==> src/rtl/receive_reorder_window_top_assert.svh <==
// Assertion macros shared by the receive reorder window RTL.
// Define NO_ASSERTIONS to compile them out; no other dependencies.
`ifndef RECEIVE_REORDER_WINDOW_TOP_ASSERT_SVH
`define RECEIVE_REORDER_WINDOW_TOP_ASSERT_SVH
`ifndef NO_ASSERTIONS
// same-cycle implication
`define RRW_ASSERT_IMPL(lbl, clk, rst_n, ante, cons, msg) \
  lbl: assert property (@(posedge clk) disable iff (!rst_n) (ante) |-> (cons)) \
    else $error(msg);
// next-cycle implication
`define RRW_ASSERT_NEXT(lbl, clk, rst_n, ante, cons, msg) \
  lbl: assert property (@(posedge clk) disable iff (!rst_n) (ante) |=> (cons)) \
    else $error(msg);
`else
`define RRW_ASSERT_IMPL(lbl, clk, rst_n, ante, cons, msg)
`define RRW_ASSERT_NEXT(lbl, clk, rst_n, ante, cons, msg)
`endif
`endif

==> src/rtl/rrw_pkg.sv <==
// Package for the receive reorder window: payload structs, status codes,
// controller state and command/status types. No dependencies.
`default_nettype none

package rrw_pkg;

  localparam int SEQ_BITS    = 32;
  localparam int TAG_BITS    = 16;
  localparam int MAX_RESULTS = 32;
  localparam int CNT_W       = $clog2(MAX_RESULTS + 1);

  localparam logic KIND_ADD   = 1'b0;
  localparam logic KIND_DRAIN = 1'b1;

  typedef enum logic [2:0] {
    ST_STORED    = 3'd0,
    ST_OUTSIDE   = 3'd1,
    ST_DUP       = 3'd2,
    ST_OLD       = 3'd3,
    ST_INVALID   = 3'd4,
    ST_DELIVERED = 3'd5,
    ST_NONE      = 3'd6
  } rrw_status_t;

  typedef struct packed {
    logic                kind;
    logic [SEQ_BITS-1:0] seq_number;
    logic [TAG_BITS-1:0] packet_handle;
  } rrw_in_t;

  typedef struct packed {
    rrw_status_t         status;
    logic [TAG_BITS-1:0] out_handle;
    logic                ack_valid;
    logic [SEQ_BITS-1:0] ack_seq;
    logic [SEQ_BITS-1:0] cumulative_ack;
    logic                last;
  } rrw_out_t;

  typedef enum logic [2:0] {
    S_IDLE,
    S_ADD,
    S_DRD,
    S_DLD,
    S_WAIT_END,
    S_WAIT_MORE
  } rrw_state_t;

  typedef struct packed {
    logic accept;
    logic add_eval;
    logic drain_read;
    logic drain_none;
    logic drain_load;
  } rrw_cmd_t;

  typedef struct packed {
    logic in_drain;
    logic head_full;
    logic deliver_last;
    logic out_taken;
    logic out_valid;
  } rrw_sts_t;

endpackage

`default_nettype wire

==> src/rtl/receive_reorder_window_top.sv <==
// Receive reorder window top level: joins controller and datapath.
// Depends on rrw_pkg, rrw_ctrl, rrw_datapath (and rrw_ram below it).
//
// Usage:
//  - Input channel in_valid/in_stall/in_data carries add and drain transactions.
//    An add parks a packet handle in the window if it is new and in range, and yields one result.
//    A drain returns parked handles in sequence order, up to 32 results,
//    or one "nothing ready" result; the final result has last set.
//  - Result channel out_valid/out_stall/out_data; every result carries the
//    cumulative ack.
//  - One transaction is worked on at a time; in_stall is high until its
//    final result has been taken.
//  - Sequencing: an accepted add is registered, evaluated in S_ADD and its
//    result loaded into the output register; a drain with nothing ready loads
//    its result from S_DRD, otherwise each handle is read from the tag RAM
//    (registered read) in S_DRD and loaded into the single output register in
//    S_DLD; the next handle is read only after the current result is taken.
//  - A stall on the result channel holds the result and pauses the drain.
//  - Synchronous reset empties the window and sets the next expected number
//    to zero; no clearing pass is needed.
`default_nettype none

module receive_reorder_window_top #(
  parameter int WINDOW_DEPTH = 32
) (
  input  wire logic              clk,
  input  wire logic              rst_n,
  input  wire logic              in_valid,
  output logic                   in_stall,
  input  wire rrw_pkg::rrw_in_t  in_data,
  output logic                   out_valid,
  input  wire logic              out_stall,
  output rrw_pkg::rrw_out_t      out_data
);
  import rrw_pkg::*;

  rrw_cmd_t cmd;
  rrw_sts_t sts;

  rrw_ctrl u_ctrl (
    .clk      (clk),
    .rst_n    (rst_n),
    .in_valid (in_valid),
    .in_stall (in_stall),
    .sts      (sts),
    .cmd      (cmd)
  );

  rrw_datapath #(
    .WINDOW_DEPTH (WINDOW_DEPTH)
  ) u_datapath (
    .clk       (clk),
    .rst_n     (rst_n),
    .cmd       (cmd),
    .sts       (sts),
    .in_data   (in_data),
    .out_valid (out_valid),
    .out_stall (out_stall),
    .out_data  (out_data)
  );

endmodule

`default_nettype wire

==> src/rtl/rrw_ram.sv <==
// Generic single-write, single-read RAM with registered read data.
// No dependencies.
`default_nettype none

module rrw_ram #(
  parameter int WIDTH = 16,
  parameter int DEPTH = 32
) (
  input  wire logic                     clk,
  input  wire logic                     we,
  input  wire logic [$clog2(DEPTH)-1:0] waddr,
  input  wire logic [WIDTH-1:0]         wdata,
  input  wire logic                     re,
  input  wire logic [$clog2(DEPTH)-1:0] raddr,
  output logic      [WIDTH-1:0]         rdata
);

  logic [WIDTH-1:0] mem [DEPTH];
  logic [WIDTH-1:0] rdata_r;

  always_ff @(posedge clk) begin
    if (we) begin
      mem[waddr] <= wdata;
    end
    if (re) begin
      rdata_r <= mem[raddr];
    end
  end

  assign rdata = rdata_r;

endmodule

`default_nettype wire

==> src/rtl/rrw_ctrl.sv <==
// Controller FSM of the receive reorder window: sequences add and drain
// transactions. Depends on rrw_pkg and the assertion header.
`default_nettype none
`include "receive_reorder_window_top_assert.svh"

module rrw_ctrl (
  input  wire logic              clk,
  input  wire logic              rst_n,
  input  wire logic              in_valid,
  output logic                   in_stall,
  input  wire rrw_pkg::rrw_sts_t sts,
  output rrw_pkg::rrw_cmd_t      cmd
);
  import rrw_pkg::*;

  rrw_state_t state_r, state_nxt;

  always_ff @(posedge clk) begin
    if (!rst_n) begin
      state_r <= S_IDLE;
    end else begin
      state_r <= state_nxt;
    end
  end

  always_comb begin
    state_nxt = state_r;
    case (state_r)
      S_IDLE: begin
        if (in_valid) begin
          state_nxt = sts.in_drain ? S_DRD : S_ADD;
        end
      end
      S_ADD:  state_nxt = S_WAIT_END;
      S_DRD:  state_nxt = sts.head_full ? S_DLD : S_WAIT_END;
      S_DLD:  state_nxt = sts.deliver_last ? S_WAIT_END : S_WAIT_MORE;
      S_WAIT_END: begin
        if (sts.out_taken) begin
          state_nxt = S_IDLE;
        end
      end
      S_WAIT_MORE: begin
        if (sts.out_taken) begin
          state_nxt = S_DRD;
        end
      end
      default: state_nxt = S_IDLE;
    endcase
  end

  always_comb begin
    cmd      = '0;
    in_stall = 1'b1;
    case (state_r)
      S_IDLE: begin
        in_stall   = 1'b0;
        cmd.accept = in_valid;
      end
      S_ADD: cmd.add_eval = 1'b1;
      S_DRD: begin
        cmd.drain_read = sts.head_full;
        cmd.drain_none = !sts.head_full;
      end
      S_DLD: cmd.drain_load = 1'b1;
      default: begin
        cmd = '0;
      end
    endcase
  end

  `RRW_ASSERT_IMPL(a_idle_out_empty, clk, rst_n, state_r == S_IDLE, !sts.out_valid, "result pending while idle")

endmodule

`default_nettype wire

==> src/rtl/rrw_datapath.sv <==
// Datapath of the receive reorder window: window state, slot valid bits,
// tag RAM and output register. Depends on rrw_pkg, rrw_ram, assertion header.
`default_nettype none
`include "receive_reorder_window_top_assert.svh"

module rrw_datapath #(
  parameter int WINDOW_DEPTH = 32
) (
  input  wire logic              clk,
  input  wire logic              rst_n,
  input  wire rrw_pkg::rrw_cmd_t cmd,
  output rrw_pkg::rrw_sts_t      sts,
  input  wire rrw_pkg::rrw_in_t  in_data,
  output logic                   out_valid,
  input  wire logic              out_stall,
  output rrw_pkg::rrw_out_t      out_data
);
  import rrw_pkg::*;

  localparam int                   IDX_W     = $clog2(WINDOW_DEPTH);
  localparam logic [IDX_W:0]       DEPTH_W   = (IDX_W + 1)'(WINDOW_DEPTH);
  localparam logic [IDX_W-1:0]     LAST_IDX  = IDX_W'(WINDOW_DEPTH - 1);
  localparam logic [SEQ_BITS-1:0]  DEPTH_SEQ = SEQ_BITS'(WINDOW_DEPTH);
  localparam logic [CNT_W-1:0]     CNT_MAX   = CNT_W'(MAX_RESULTS);

  rrw_in_t                 item_r;
  logic [SEQ_BITS-1:0]     ne_r, ne_nxt;
  logic [IDX_W-1:0]        head_r, head_nxt;
  logic [WINDOW_DEPTH-1:0] full_r, full_nxt;
  logic [CNT_W-1:0]        cnt_r, cnt_nxt;
  logic                    out_valid_r, out_valid_nxt;
  rrw_out_t                out_r, out_nxt;

  logic [SEQ_BITS-1:0] diff, ne_inc;
  logic [IDX_W:0]      slot_sum;
  logic [IDX_W-1:0]    slot, head_inc;
  logic                is_invalid, is_old, is_outside, is_dup, do_store;
  logic                next_full, deliver_last, out_taken;
  logic [CNT_W-1:0]    cnt_inc;
  logic [TAG_BITS-1:0] ram_rdata;

  // slot = seq mod depth, derived from the head slot since seq - ne < depth
  always_comb begin
    diff       = item_r.seq_number - ne_r;
    is_invalid = &item_r.seq_number;
    is_old     = item_r.seq_number < ne_r;
    is_outside = diff >= DEPTH_SEQ;
    slot_sum   = {1'b0, head_r} + {1'b0, diff[IDX_W-1:0]};
    slot       = (slot_sum >= DEPTH_W) ? IDX_W'(slot_sum - DEPTH_W) : slot_sum[IDX_W-1:0];
    is_dup     = full_r[slot];
    do_store   = cmd.add_eval && !is_invalid && !is_old && !is_outside && !is_dup;
  end

  // head follows ne mod depth; ne wrapping to zero puts it back at slot zero
  always_comb begin
    ne_inc = ne_r + 1'b1;
    if (&ne_r) begin
      head_inc = '0;
    end else if (head_r == LAST_IDX) begin
      head_inc = '0;
    end else begin
      head_inc = head_r + 1'b1;
    end
    cnt_inc      = cnt_r + 1'b1;
    next_full    = full_r[head_inc] && (head_inc != head_r);
    deliver_last = (cnt_inc == CNT_MAX) || !next_full;
    out_taken    = out_valid_r && !out_stall;
  end

  always_comb begin
    out_nxt = out_r;
    if (cmd.add_eval) begin
      out_nxt                = '0;
      out_nxt.cumulative_ack = ne_r;
      out_nxt.last           = 1'b1;
      if (is_invalid) begin
        out_nxt.status     = ST_INVALID;
        out_nxt.out_handle = item_r.packet_handle;
      end else if (is_old) begin
        out_nxt.status     = ST_OLD;
        out_nxt.out_handle = item_r.packet_handle;
        out_nxt.ack_valid  = 1'b1;
        out_nxt.ack_seq    = item_r.seq_number;
      end else if (is_outside) begin
        out_nxt.status     = ST_OUTSIDE;
        out_nxt.out_handle = item_r.packet_handle;
      end else if (is_dup) begin
        out_nxt.status     = ST_DUP;
        out_nxt.out_handle = item_r.packet_handle;
        out_nxt.ack_valid  = 1'b1;
        out_nxt.ack_seq    = item_r.seq_number;
      end else begin
        out_nxt.status    = ST_STORED;
        out_nxt.ack_valid = 1'b1;
        out_nxt.ack_seq   = item_r.seq_number;
      end
    end else if (cmd.drain_none) begin
      out_nxt                = '0;
      out_nxt.status         = ST_NONE;
      out_nxt.cumulative_ack = ne_r;
      out_nxt.last           = 1'b1;
    end else if (cmd.drain_load) begin
      out_nxt                = '0;
      out_nxt.status         = ST_DELIVERED;
      out_nxt.out_handle     = ram_rdata;
      out_nxt.ack_seq        = ne_r;
      out_nxt.cumulative_ack = ne_inc;
      out_nxt.last           = deliver_last;
    end
  end

  always_comb begin
    full_nxt      = full_r;
    ne_nxt        = ne_r;
    head_nxt      = head_r;
    cnt_nxt       = cnt_r;
    out_valid_nxt = out_valid_r;
    if (do_store) begin
      full_nxt[slot] = 1'b1;
    end
    if (cmd.drain_load) begin
      full_nxt[head_r] = 1'b0;
      ne_nxt           = ne_inc;
      head_nxt         = head_inc;
      cnt_nxt          = cnt_inc;
    end
    if (cmd.accept) begin
      cnt_nxt = '0;
    end
    if (out_taken) begin
      out_valid_nxt = 1'b0;
    end
    if (cmd.add_eval || cmd.drain_none || cmd.drain_load) begin
      out_valid_nxt = 1'b1;
    end
  end

  always_ff @(posedge clk) begin
    if (!rst_n) begin
      full_r      <= '0;
      ne_r        <= '0;
      head_r      <= '0;
      cnt_r       <= '0;
      out_valid_r <= 1'b0;
    end else begin
      full_r      <= full_nxt;
      ne_r        <= ne_nxt;
      head_r      <= head_nxt;
      cnt_r       <= cnt_nxt;
      out_valid_r <= out_valid_nxt;
    end
  end

  always_ff @(posedge clk) begin
    if (cmd.accept) begin
      item_r <= in_data;
    end
    out_r <= out_nxt;
  end

  rrw_ram #(
    .WIDTH (TAG_BITS),
    .DEPTH (WINDOW_DEPTH)
  ) u_tag_ram (
    .clk   (clk),
    .we    (do_store),
    .waddr (slot),
    .wdata (item_r.packet_handle),
    .re    (cmd.drain_read),
    .raddr (head_r),
    .rdata (ram_rdata)
  );

  always_comb begin
    sts.in_drain     = (in_data.kind == KIND_DRAIN);
    sts.head_full    = full_r[head_r];
    sts.deliver_last = deliver_last;
    sts.out_taken    = out_taken;
    sts.out_valid    = out_valid_r;
  end

  assign out_valid = out_valid_r;
  assign out_data  = out_r;

  `RRW_ASSERT_NEXT(a_ne_step, clk, rst_n, cmd.drain_load, ne_r == $past(ne_r) + 1'b1, "ne did not advance by one on delivery")
  `RRW_ASSERT_IMPL(a_load_full, clk, rst_n, cmd.drain_load, full_r[head_r], "delivery from an empty slot")
  `RRW_ASSERT_IMPL(a_cnt_cap, clk, rst_n, cmd.drain_read, cnt_r < CNT_MAX, "drain beyond result cap")

endmodule

`default_nettype wire
==> config.mk <==
export PLATFORM = sky130hd
export DESIGN_NAME = receive_reorder_window_top
export DESIGN_NICKNAME = d
export VERILOG_FILES = /design/src/rtl/rrw_pkg.sv /design/src/rtl/receive_reorder_window_top.sv /design/src/rtl/rrw_ram.sv /design/src/rtl/rrw_ctrl.sv /design/src/rtl/rrw_datapath.sv
export VERILOG_INCLUDE_DIRS = /design/src /design/src/rtl
export SDC_FILE = /design/constraint.sdc
export NUM_CORES = 1
export LEC_CHECK = 0
export BUFFER_PORTS_ARGS = -buffer_cell sky130_fd_sc_hd__buf_2
export CAP_MARGIN = 15
export CORE_ASPECT_RATIO = 1.75
export CORE_MARGIN = 2
export CORE_UTILIZATION = 50
export DETAILED_ROUTE_END_ITERATION = 12
export MAX_ROUTING_LAYER = met4
export PLACE_DENSITY = 0.67
export SYNTH_ARGS = -nofsm -noshare
export SYNTH_HDL_FRONTEND = slang
export SYNTH_SLANG_ARGS = --single-unit
==> constraint.sdc <==
create_clock -name clk -period 9.5 [get_ports clk]
set_input_delay 0.475 -clock clk [delete_from_list [all_inputs] [get_ports clk]]
set_output_delay 0.475 -clock clk [all_outputs]
set_load 0.01 [all_outputs]
# Yosys cells after proc, flatten, opt, wreduce, memory -nomap -nowiden
# Memories as Yosys holds them, arrays and structs flattened. A register that Yosys moved wholly into a read port is not among the register bits.
# Index checks and enable logic that the tools add are counted.
classes:
  n_lt_le_gt_ge: 8
  addsub: 6
  n_bitwise: 4
  muxes: 41
  eq_ne: 11
  reduce_logical: 26
ops:
  columns: ["cell", "n"]
  rows:
  - ["85-bit 2-to-1 mux", 3]
  - ["33-bit 2-to-1 mux", 2]
  - ["32-bit 2-to-1 mux", 2]
  - ["32-bit AND reduction", 2]
  - ["52-bit 2-to-1 mux", 1]
  - ["19-bit 2-to-1 mux", 2]
  - ["32-bit by 1-bit adder with 32-bit output, second input constant", 1]
  - ["32-bit AND", 1]
  - ["32-bit by 6-bit greater-or-equal comparator with 1-bit output, second input constant", 1]
  - ["32-bit less-than comparator", 1]
  - ["32-bit NOT", 1]
  - ["32-bit OR", 1]
  - ["32-bit subtractor", 1]
  - ["5-bit by 6-bit less-than comparator with 1-bit output, second input constant", 3]
  - ["3-bit case mux with 6 select lines", 1]
  - ["16-bit 2-to-1 mux", 1]
  - ["1-bit binary-select mux with 5-bit select", 3]
  - ["5-bit 2-to-1 mux", 3]
  - ["1-bit 2-to-1 mux", 14]
  - ["3-bit 2-to-1 mux", 4]
  - ["1-bit demux with 5-bit select", 2]
  - ["5-bit by 1-bit greater-or-equal comparator with 1-bit output, second input constant", 2]
  - ["1-bit logical AND", 8]
  - ["1-bit zero test", 7]
  - ["21 further kinds", 29]
totals:
  reg_bits: 212
  n_memories: 1
  ram_bits: 512
  in_bits: 53
  wordCells: 111
  out_inout_bits: 87
memory_table:
  columns: ["memory", "words", "width", "read_ports", "rd_clocked_by_memory_dff", "wr", "line", "source"]
  rows:
  - ["u_datapath.u_tag_ram.mem", 32, 16, 1, 1, 1, "rrw_ram.sv:18", "logic [WIDTH-1:0] mem [DEPTH];"]

# Longest topological paths before layout
# Gate-level depths: netlist of run 1.
logic_depth:
  depth_word: 12
  depth_mapped: 17
  mapped_depth_nobuf: 15

# Hierarchy
# Synthesis of run 1 repeated with hierarchy kept, for this count alone.
hier_totals:
  hier_cells: 2533
  area_unflattened_um2: 33726.1
modules_own_cells:
  columns: ["mod", "cells_per_inst", "instances", "area_per_inst_um2", "seq_area_each_um2"]
  rows:
  - ["rrw_ram", 1143, 1, 20696.1, 15855.2]
  - ["rrw_datapath", 1363, 1, 12804.8, 5505.3]
  - ["rrw_ctrl", 27, 1, 225.2, 60.1]

# Worst setup path after synthesis of run 1
# No wires, ideal clock.
synth_path:
  path_type: "reg2reg"
  start: "reg u_datapath.ne_r[13]"
  end: "mem u_datapath.u_tag_ram.mem[10][0] (enable)"
  setup_time_ps: 430
  path_buffers: 4
  path_stages_with_launch: 17
  slack_ps: 3856
  period_less_slack_ps: 5644
  arrival_time_ps: 5214
  required_ps: 9070
  path_cell_list: "dfxtp_1 -> clkbuf_1 -> inv_1 -> ha_1 -> buf_6 -> o21a_1 -> or3_1 -> a22o_1 -> or4b_1 -> nor4_1 -> nand4_1 -> nor4_1 -> nand4_1 -> or2_2 -> clkbuf_1 -> clkbuf_1 -> nor4_1"
synth_via:
  elab_chain_cells: 7
  word_cells_on_any_way: 10
  cone_classes: "1 x add/sub; 2 x order compare; 2 x mux; 5 x reduce/logical"
synth_lines:
  columns: ["item", "line", "source"]
  rows:
  - ["start: declaration", "rrw_datapath.sv:27", "logic [SEQ_BITS-1:0] ne_r, ne_nxt;"]
  - ["start signal: assignment", "rrw_datapath.sv:147", "ne_r <= ne_nxt;"]
  - ["32-bit subtractor or 32-bit less-than comparator (tied branches)", "rrw_datapath.sv:44, rrw_datapath.sv:46", null]
  - ["32-bit by 6-bit greater-or-equal comparator with 1-bit output or 1-bit zero test (tied branches)", "rrw_datapath.sv:47, rrw_datapath.sv:51", null]
  - ["1-bit zero test or 1-bit logical AND (tied branches)", "rrw_datapath.sv:51", "do_store = cmd.add_eval && !is_invalid && !is_old && !is_outside && !is_dup;"]
  - ["1-bit logical AND * (2 in series)", "rrw_datapath.sv:51", null]
  - ["1-bit 2-to-1 mux *", "rrw_ram.sv:22", "if (we) begin"]
  - ["1-bit 2-to-1 mux (not written as such) *", "rrw_ram.sv:23", "mem[waddr] <= wdata;"]
  - ["end: declaration", "rrw_ram.sv:18", null]
# Every way passes the cells marked *; elsewhere a longest branch is shown, timed or not.

# Final worst setup path of run 1
layout_path:
  start: "reg u_datapath.ne_r[1]"
  end: "mem u_datapath.u_tag_ram.mem[19][2] (enable)"
layout_via:
  elab_chain_cells: 10
  word_cells_on_any_way: 17
  cone_classes: "3 x add/sub; 3 x order compare; 5 x mux; 6 x reduce/logical"
layout_lines:
  columns: ["item", "line", "source"]
  rows:
  - ["32-bit subtractor", "rrw_datapath.sv:44", "diff = item_r.seq_number - ne_r;"]
  - ["5-bit by 5-bit adder with 6-bit output", "rrw_datapath.sv:48", "slot_sum = {1'b0, head_r} + {1'b0, diff[IDX_W-1:0]};"]
  - ["5-bit by 1-bit subtractor with 5-bit output or 6-bit greater-or-equal comparator (tied branches)", "rrw_datapath.sv:49", "slot = (slot_sum >= DEPTH_W) ? IDX_W'(slot_sum - DEPTH_W) : slot_sum[IDX_W-1:0];"]
  - ["5-bit 2-to-1 mux", "rrw_datapath.sv:49", null]
  - ["1-bit binary-select mux with 5-bit select", "rrw_datapath.sv:50", "is_dup = full_r[slot];"]
  - ["1-bit 2-to-1 mux (not written as such)", "rrw_datapath.sv:50", null]
  - ["1-bit zero test", "rrw_datapath.sv:51", null]
  - ["1-bit logical AND", "rrw_datapath.sv:51", null]
  - ["1-bit 2-to-1 mux", "rrw_ram.sv:22", null]
  - ["1-bit 2-to-1 mux (not written as such)", "rrw_ram.sv:23", null]
# Parallel ways exist; a longest one is shown, timed or not. The select of a mux whose other input is x is not followed.

==> results of run 1 <==
[cell families (layout without fill, tap and decap cells)]
group	after synthesis	in the layout	share of synthesized area (%)
flops	740	740	66.9
mux	161	161	10.8
buf+inv	209	448	2.52
simple gates	446	446	7.37
fa+ha+maj	45	45	1.81
compound gates	430	430	8.96
xor+xnor	57	57	1.60
[power by group through the flow]
stage | Combinational [mW] | Sequential (mW) | Clock [mW]
floorplan | 0.468 | 4.01 | 0
detailed placement | 1.01 | 3.92 | 0
finish | 1.03 | 3.86 | 2.71
global route | 1.10 | 3.87 | 2.89
global placement | 1.00 | 3.92 | 0
CTS | 1.03 | 3.86 | 2.76
[synthesized netlist by cell type (5+ instances only)]
master / n / area [sq um]
a211oi_1: 6 / 45.0
a21boi_0: 11 / 82.6
a21o_1: 10 / 75.1
a21oi_1: 63 / 315
a22o_1: 34 / 298
a22oi_1: 52 / 390
a31oi_1: 12 / 75.1
a32o_1: 16 / 160
a32oi_1: 19 / 166
and2_1: 30 / 188
and3_1: 15 / 93.8
buf_1: 21 / 78.8
buf_2: 5 / 25.0
clkbuf_1: 98 / 368
dfxtp_1: 80 / 1600
edfxtp_1: 660 / 19800
ha_1: 43 / 538
inv_1: 82 / 308
mux2i_1: 12 / 120
mux4_2: 148 / 3330
nand2_1: 95 / 357
nand2b_1: 12 / 75.1
nand3_1: 32 / 160
nand4_1: 44 / 275
nor2_1: 68 / 255
nor2b_1: 7 / 43.8
nor3_1: 23 / 115
nor3b_1: 5 / 37.5
nor4_1: 41 / 257
o211ai_1: 7 / 52.6
o21a_1: 12 / 90.1
o21ai_0: 115 / 576
o22ai_1: 36 / 225
o31ai_1: 9 / 67.6
or2_2: 9 / 56.3
or3_1: 47 / 294
xnor2_1: 42 / 368
xor2_1: 14 / 123
[placed cells by master (no fill, tap or decap), drive strengths merged, types with 7 or more instances in the layout]
master and instances:
a21boi 11, a21o 10, a21oi 63, a22o 34, a22oi 52, a31oi 12
a32o 16, a32oi 19, and2 30, and3 15, buf 215, clkbuf 84
clkinv 26, dfxtp 80, dlygate4sd3 30, edfxtp 660, ha 43, inv 85
mux2i 12, mux4 148, nand2 95, nand2b 12, nand3 32, nand4 44
nor2 68, nor2b 7, nor3 23, nor4 41, o211ai 7, o21a 12
o21ai 116, o22ai 36, o31ai 9, or2 9, or3 47, xnor2 42
xor2 14
[metrics by stage]
step                      setup WS [ps]  instance area [sq um]  hold WS [ps]
final                              3450                  36600          24.2
after detailed placement           3530                  34000           483
after CTS                          3480                  36500          2.44
after floorplan                    3860                  32000           449
after global placement             3600                  34000           459
after global routing               3200                  36600          4.87
[worst min path at each step]
| stage | startpoint | endpoint | slack [ps] | cells past startpoint |
|---|---|---|---|---|
| floorplan | u_datapath.cnt_r[1] | u_datapath.cnt_r[1] | 450 | 2 |
| global placement | u_datapath.cnt_r[1] | u_datapath.cnt_r[1] | 460 | 2 |
| detailed placement | u_datapath.cnt_r[1] | u_datapath.cnt_r[1] | 480 | 2 |
| CTS | in_data[11] | u_datapath.item_r[11] | 2 | 1 |
| global route | in_data[11] | u_datapath.item_r[11] | 5 | 1 |
| finish | in_data[11] | u_datapath.item_r[11] | 20 | 1 |
[repair_timing]
item / 4_1_cts / 5_1_grt
hold buffers: 30 / 0
resized for setup: 0 / 0
hold endpoints to repair: 30 / 0
[state kept, by name, summed over array words and instances, names as in the netlist]
| name | cells |
|---|---|
| u_datapath.u_tag_ram.rdata | 16 |
| u_datapath.full_r | 32 |
| u_datapath.out_valid | 1 |
| u_datapath.item_r | 48 |
| u_datapath.cnt_r | 6 |
| u_datapath.ne_r | 32 |
| u_datapath.out_data | 85 |
| u_datapath.head_r | 5 |
| u_datapath.u_tag_ram.mem | 512 |
| u_ctrl.state_r | 3 |
[worst reg2reg max path: stages, from the launching register on]
cell	delay (ps)
dfxtp_1	450
inv_1	100
ha_1	310
nor2b_1	150
o2111ai_1	490
a21oi_1	210
nor4_1	1000
mux2_2	320
nand4_1	90
nor4_1	460
nand4_1	330
or2_2	360
buf_4	300
nor4_2	850
buf_4	330
[routing by layer]
metal	part of all wire, %	wire length [microns]
met4	8.5	7560
met1	33	29700
met5	0	0
met2	52	46400
met3	5.9	5290
[final cells by class]
type	instances	area, sq um	share of cell area, %
tap	806	1010	2.76
multi-input combinational	1139	10000	27.4
clock buffer	84	1780	4.87
clock inverter	37	419	1.15
timing repair buffer	245	1590	4.35
inverter	82	310	0.849
sequential	740	21400	58.6
==> results by group, run 1 <==
Run status
  • Status: finished, final reports clean

Floorplanning
  • Initial core utilization: 50.5%
  • Cell Rows: 122
  • Ports: 140
  • Height of the die: 339 microns
  • Die ar.: 66100 sq um
  • Die Wd: 195 microns
  • Total core area: 63300 sq um

Yosys
  • Yosys warning total: 0
  • EDFF count, synth: 660
  • Cell count after synthesis: 2088
  • Cell variety after synth: 69
  • Primary FF master, synth: edfxtp_1
  • Sequential cell area fraction in the yosys report: 66.9%
  • Synthesized Nets: 2186
  • Yosys reg bits: 740
  • Synthesized area per cell: 15.3 sq um
  • Post-Syn Area: 32000 sq um
  • FFs w/ async S/R, synth: 0%

Setup path
  • Critical path class: flop to flop
  • Highest cell delay on the worst timing path: 1000 ps
  • Crit path depth: 14
  • Worst setup path startpoint: u_datapath.ne_r[1]
  • Critical Path, Cell by Cell: inv_1 -> ha_1 -> nor2b_1 -> o2111ai_1 -> a21oi_1 -> nor4_1 -> mux2_2 -> nand4_1 -> nor4_1 -> nand4_1 -> or2_2 -> buf_4 -> nor4_2 -> buf_4
  • CP Capture Type: flop
  • Worst R2R End: u_datapath.u_tag_ram.mem[19][2]
  • Crit-path slowest cell: nor4_1
  • Worst R2R Setup Slack: 3450 ps
  • Worst reg2reg path depth: 14
  • Critical Path Source Type: flop
  • Cell family with most CP delay: simple AND/OR/NAND/NOR gates
  • Crit path to: u_datapath.u_tag_ram.mem[19][2]
  • CP bufs+invs: 3
  • Data required, critical path: 9830 ps
  • R2r startpoint: u_datapath.ne_r[1]
  • Worst Path Arrival: 6390 ps
  • Worst Path Max Fanout: 31

GRT
  • Initial antenna violation count: 0
  • Met2 global-route usage: 48.2%
  • Global-route wire length before repair: 132000 microns
  • Largest net degree at the start of global routing: 93
  • Grt ovf: 0
  • Grt peak-use layer: met2
  • GR Util All Layers: 28.2%
  • Vias in the first global route: 20.5k
  • GRT met3 Usage: 3.88%
  • Met1 track demand over resource: 29.9%

Power and ir drop
  • Leak: 11.6 nW
  • Sequential Power Share: 50.8%
  • Comb power frac: 13.5%
  • Sw Ratio: 26.8%
  • VDD IR max: 170 uV
  • Power Total: 7.60 mW
  • Internal power: 5.56 mW
  • Total power per unit cell area: 208 nW/um^2
  • Clock Power Share: 35.7%
  • Switching power: 2.04 mW

Timing
  • Tcrit/Tclk final: 63.7%
  • Final setup vio count: 0
  • Final slew viol count: 0
  • Worst Tran Pin Value: 1160 ps
  • Fmax: 165 MHz
  • Crit path time final: 6050 ps
  • Clock Skew: 26.5 ps
  • Total negative slack: 0 ps
  • Slew HR: 21.7%
  • RSZ-0062 raised after global routing: no
  • Endpoints failing hold: 0

Worst hold path
  • HP Class: input port to flop

Cells and area
  • Synthesis-to-layout area growth: 14.2%
  • Final core occ: 57.7%
  • Final nets: 2374
  • Fillers: 4811
  • Number of antenna diodes: 0
  • Post-route insts no fill: 3133
  • Layout cells sized above 1: 22.1%

Clock network
  • Clock Latency Late Sink: 650 ps
  • CTS H-Tree Depth: 3
  • CTS Buf Count: 68
  • Reg clk slew, reported paths: 60 ps
  • CTS tree: yes
  • Max clock buf depth: 3
  • Num Clock Sinks: 740
  • Root Buffer: clkbuf_16
  • Buffer count from post-CTS setup fixing: 0

Drt
  • Routed wire length per instance: 28.4 microns
  • Final WL: 89000 microns
  • Drt first pass iters: 6
  • Vias per inst: 6.39
  • Detailed-route DRC error count: 0
  • Drt first-iter violations: 1877
  • Routed vias: 20.0k
  • Routed Antenna Nets: 0

Placement
  • Cells after DPL: 2981
  • Routability cong.: 0.962
  • Dpl hpwl: 60000 microns
  • IO Port Bufs: 139

Flow run
  • Max Cap Viol: 0
Note: power is estimated with default switching activity, not from simulation.
==> run 2, diff against run 1 <==
--- a/config.mk
+++ b/config.mk
@@ -6,6 +6,7 @@
 export SDC_FILE = /design/constraint.sdc
 export NUM_CORES = 1
 export LEC_CHECK = 0
+export ABC_AREA = 1
 export BUFFER_PORTS_ARGS = -buffer_cell sky130_fd_sc_hd__buf_2
 export CAP_MARGIN = 15
 export CORE_ASPECT_RATIO = 1.75
==> constraint.sdc (replaced) <==
create_clock -name clk -period 6 [get_ports clk]
set_input_delay 0.3 -clock clk [delete_from_list [all_inputs] [get_ports clk]]
set_output_delay 0.3 -clock clk [all_outputs]
set_load 0.01 [all_outputs]
==> results by group, run 2 <==
Yosys
  • Sequential cell area fraction in the yosys report: 64.6% (-2.3 points)
  • Yosys warning total: 0 (unchanged)
  • Commonest cells in the netlist: 660 x edfxtp_1, 504 x nand2_1, 458 x o21ai_0
  • Largest area contributor in the netlist: edfxtp_1
  • Dominant cell by count in the synthesized netlist: edfxtp_1
  • EDFF count, synth: 660 (unchanged)
  • Largest cells by area after synthesis: edfxtp_1 60%, o21ai_0 6.9%, nand2_1 5.7%
  • FFs w/ async S/R, synth: 0% (unchanged)
  • Cell count after synthesis: 3151 (+51%)
  • Cell variety after synth: 48 (-30%)
  • Primary FF master, synth: edfxtp_1
  • Synthesized area per cell: 10.5 sq um (-31%)
  • Yosys reg bits: 740 (unchanged)
  • Post-Syn Area: 33200 sq um (+3.6%)
  • Synthesized Nets: 3249 (+49%)
  • Top cell type's share of synthesized area: 59.8% (-2.1 points)

GRT
  • Initial antenna violation count: 0 (unchanged)
  • Largest net degree at the start of global routing: 122 (+31%)
  • Vias in the first global route: 25.0k (+22%)
  • GR Util All Layers: 32.8% (+4.6 points)
  • Global-route wire length before repair: 157000 microns (+19%)
  • Grt ovf: 0 (unchanged)

Power and ir drop
  • Internal power: 8.99 mW (+62%)
  • Switching power: 4.02 mW (+97%)
  • VDD IR max: 286 uV (+68%)
  • Sequential Power Share: 48.5% (-2.3 points)
  • Power Total: 13.0 mW (+71%)
  • Total power per unit cell area: 347 nW/um^2 (+67%)
  • Clock Power Share: 32.0% (-3.7 points)
  • Comb power frac: 19.5% (+6.0 points)
  • Leak: 13.4 nW (+15%)
  • Sw Ratio: 30.9% (+4.1 points)

Cells and area
  • Number of antenna diodes: 0 (unchanged)
  • Max reg flops: 512 (unchanged)
  • Layout cells sized above 1: 10.7% (-11 points)
  • Final nets: 3430 (+44%)
  • Synthesis-to-layout area growth: 13.2%
  • Fillers: 5604 (+16%)
  • Commonest non-fill, non-tap cell in the layout: edfxtp_1
  • Most frequent cells in the layout: 660 x edfxtp_1, 503 x nand2_1, 458 x o21ai_0
  • Reg with most FFs: u_datapath.u_tag_ram.mem

Clock network
  • Reg clk slew, reported paths: 60 ps (about the same)
  • CTS resizes: 0 (unchanged)
  • Num Clock Sinks: 740 (unchanged)
  • Clock Latency Late Sink: 640 ps (about the same)
  • Max clock buf depth: 3 (unchanged)
  • CTS H-Tree Depth: 3 (unchanged)
  • Root Buffer: clkbuf_16
  • CTS Buf Count: 68 (unchanged)
  • CTS tree: yes

Setup path
  • Critical Path Source Type: flop
  • Crit-path slowest cell: fa_1
  • CP Capture Type: flop
  • Critical Path, Cell by Cell: inv_1 -> ha_1 -> fa_1 -> inv_1 -> fa_1 -> nand2_1 -> inv_1 -> nand2_1 -> o2111ai_1 -> nand2_1 -> a21oi_1 -> o21ai_1 -> nand2_2 -> nand2_2 -> nor3_4 -> nand3_4 -> nor2_1 -> buf_4
  • Data required, critical path: 6310 ps (-3520 ps)
  • Highest cell delay on the worst timing path: 710 ps (-290 ps)
  • Worst Path Max Fanout: 16 (-48%)
  • Critical path class: flop to flop
  • Worst Path Arrival: 5220 ps (-1170 ps)

Timing
  • Worst Tran Pin Value: 1030 ps (-131 ps)
  • Endpoints failing hold: 0 (unchanged)
  • Final setup vio count: 0 (unchanged)
  • RSZ-0062 raised after global routing: no
  • Tcrit/Tclk final: 81.8% (+18 points)
  • Slew HR: 30.6% (+8.8 points)
  • Final slew viol count: 0 (unchanged)
  • Total negative slack: 0 ps (unchanged)
  • Crit path time final: 4910 ps (-1140 ps)
  • Fmax: 204 MHz (+23%)
  • Clock Skew: 28.1 ps (+1.61 ps)

Drt
  • Drt first pass iters: 8 (+2)
  • Vias per inst: 5.95 (-6.9%)
  • Routed Antenna Nets: 0 (unchanged)
  • Routed wire length per instance: 25.4 microns (-10%)
  • Routed vias: 25.4k (+27%)
  • Detailed-route DRC error count: 0 (unchanged)
  • Drt first-iter violations: 2698 (+44%)
  • Final WL: 108000 microns (+22%)

Placement
  • Dpl hpwl: 73300 microns (+22%)
  • Routability cong.: 0.985 (+2.4%)
  • IO Port Bufs: 139 (unchanged)

Flow run
  • Max Cap Viol: 0 (unchanged)

Floorplanning
  • Cell Rows: 124 (+1.6%)
  • Die ar.: 68500 sq um (+3.5%)
  • Initial core utilization: 50.6% (+0.11 points)
  • Ports: 140 (unchanged)
  • Die Wd: 199 microns (+1.7%)
  • Total core area: 65500 sq um (+3.4%)
  • Height of the die: 345 microns (+1.8%)

Run status
  • Status: finished, final reports clean

Worst hold path
  • HP Class: input port to flop
run 2: cell type report:
| class | count | area, sq um | share of cell area (%) |
|---|---|---|---|
| Sequential cell | 740 | 21400 | 57.1 |
| Timing Repair Buffer | 265 | 1780 | 4.75 |
| Clock inverter | 32 | 228 | 0.606 |
| Clock buffer | 88 | 1860 | 4.96 |
| Inverter | 244 | 922 | 2.46 |
| Multi-Input combinational cell | 2013 | 10200 | 27.2 |
| Tap cell | 882 | 1100 | 2.94 |
run 2: cell families after synthesis:
group	Yosys count	share of synthesized area, %
xor gates and xnor gates	28	0.785
buffers and inverters	398	4.68
and+or+nand+nor	1097	13.9
adders and majority gates	45	1.74
AOI/OAI and AO/OA	843	14.3
DFF	740	64.6
run 2: worst max-delay path: cells and delay by family (launching register included):
kind / cells / cell delay, ps
buf+inv: 4 / 670
fa+ha+maj: 3 / 1410
simple gates: 8 / 1830
compound gates: 3 / 320
flops: 1 / 360
run 2: power groups by stage:
stage	clock (mW)	sequential [mW]	combinational, mW
6_report	4.17	6.31	2.53
5_1_grt	4.41	6.32	2.74
4_1_cts	4.22	6.30	2.51
3_5_place_dp	0	6.41	2.48
3_3_place_gp	0	6.41	2.46
2_1_floorplan	0	6.53	1.25
run 2: final timing paths:
kind	from	end	slack, ps	depth (start not counted)
setup / recovery	u_datapath.item_r[16]	u_datapath.u_tag_ram.mem[25][10]	1090	18
hold / removal	in_valid	u_ctrl.state_r[1]	100	3
setup reg to reg	u_datapath.item_r[16]	u_datapath.u_tag_ram.mem[25][10]	1090	18
hold reg to reg	u_datapath.ne_r[3]	u_datapath.ne_r[3]	470	2
run 2: what timing repair did:
item                      4_1_cts  5_1_grt
hold buffers                   49        0
hold endpoints to repair       49        0
buffers inserted                0        0
run 2: stage by stage:
stage	hold slack, ps	utilization [%]	worst slack [ps]	instance area [sq um]	cells
2_1_floorplan	399	-	1720	33200	3151
3_3_place_gp	453	53.4	1220	35000	4094
3_5_place_dp	464	53.4	1160	35000	4094
4_1_cts	55.7	57.3	1140	37500	4263
5_1_grt	113	57.3	794	37500	4264
6_report	104	57.3	1090	37500	4264
run 2: per-layer routing:
metal	wire length, microns	up-vias	global-route usage (%)	part of all wire, %
met2	55400	1282	56.5	51
met4	10300	0	26.4	9.5
met3	6890	399	4.37	6.4
li1	-	11600	-	-
met1	35900	12100	33.2	33
met5	0	-	-	0
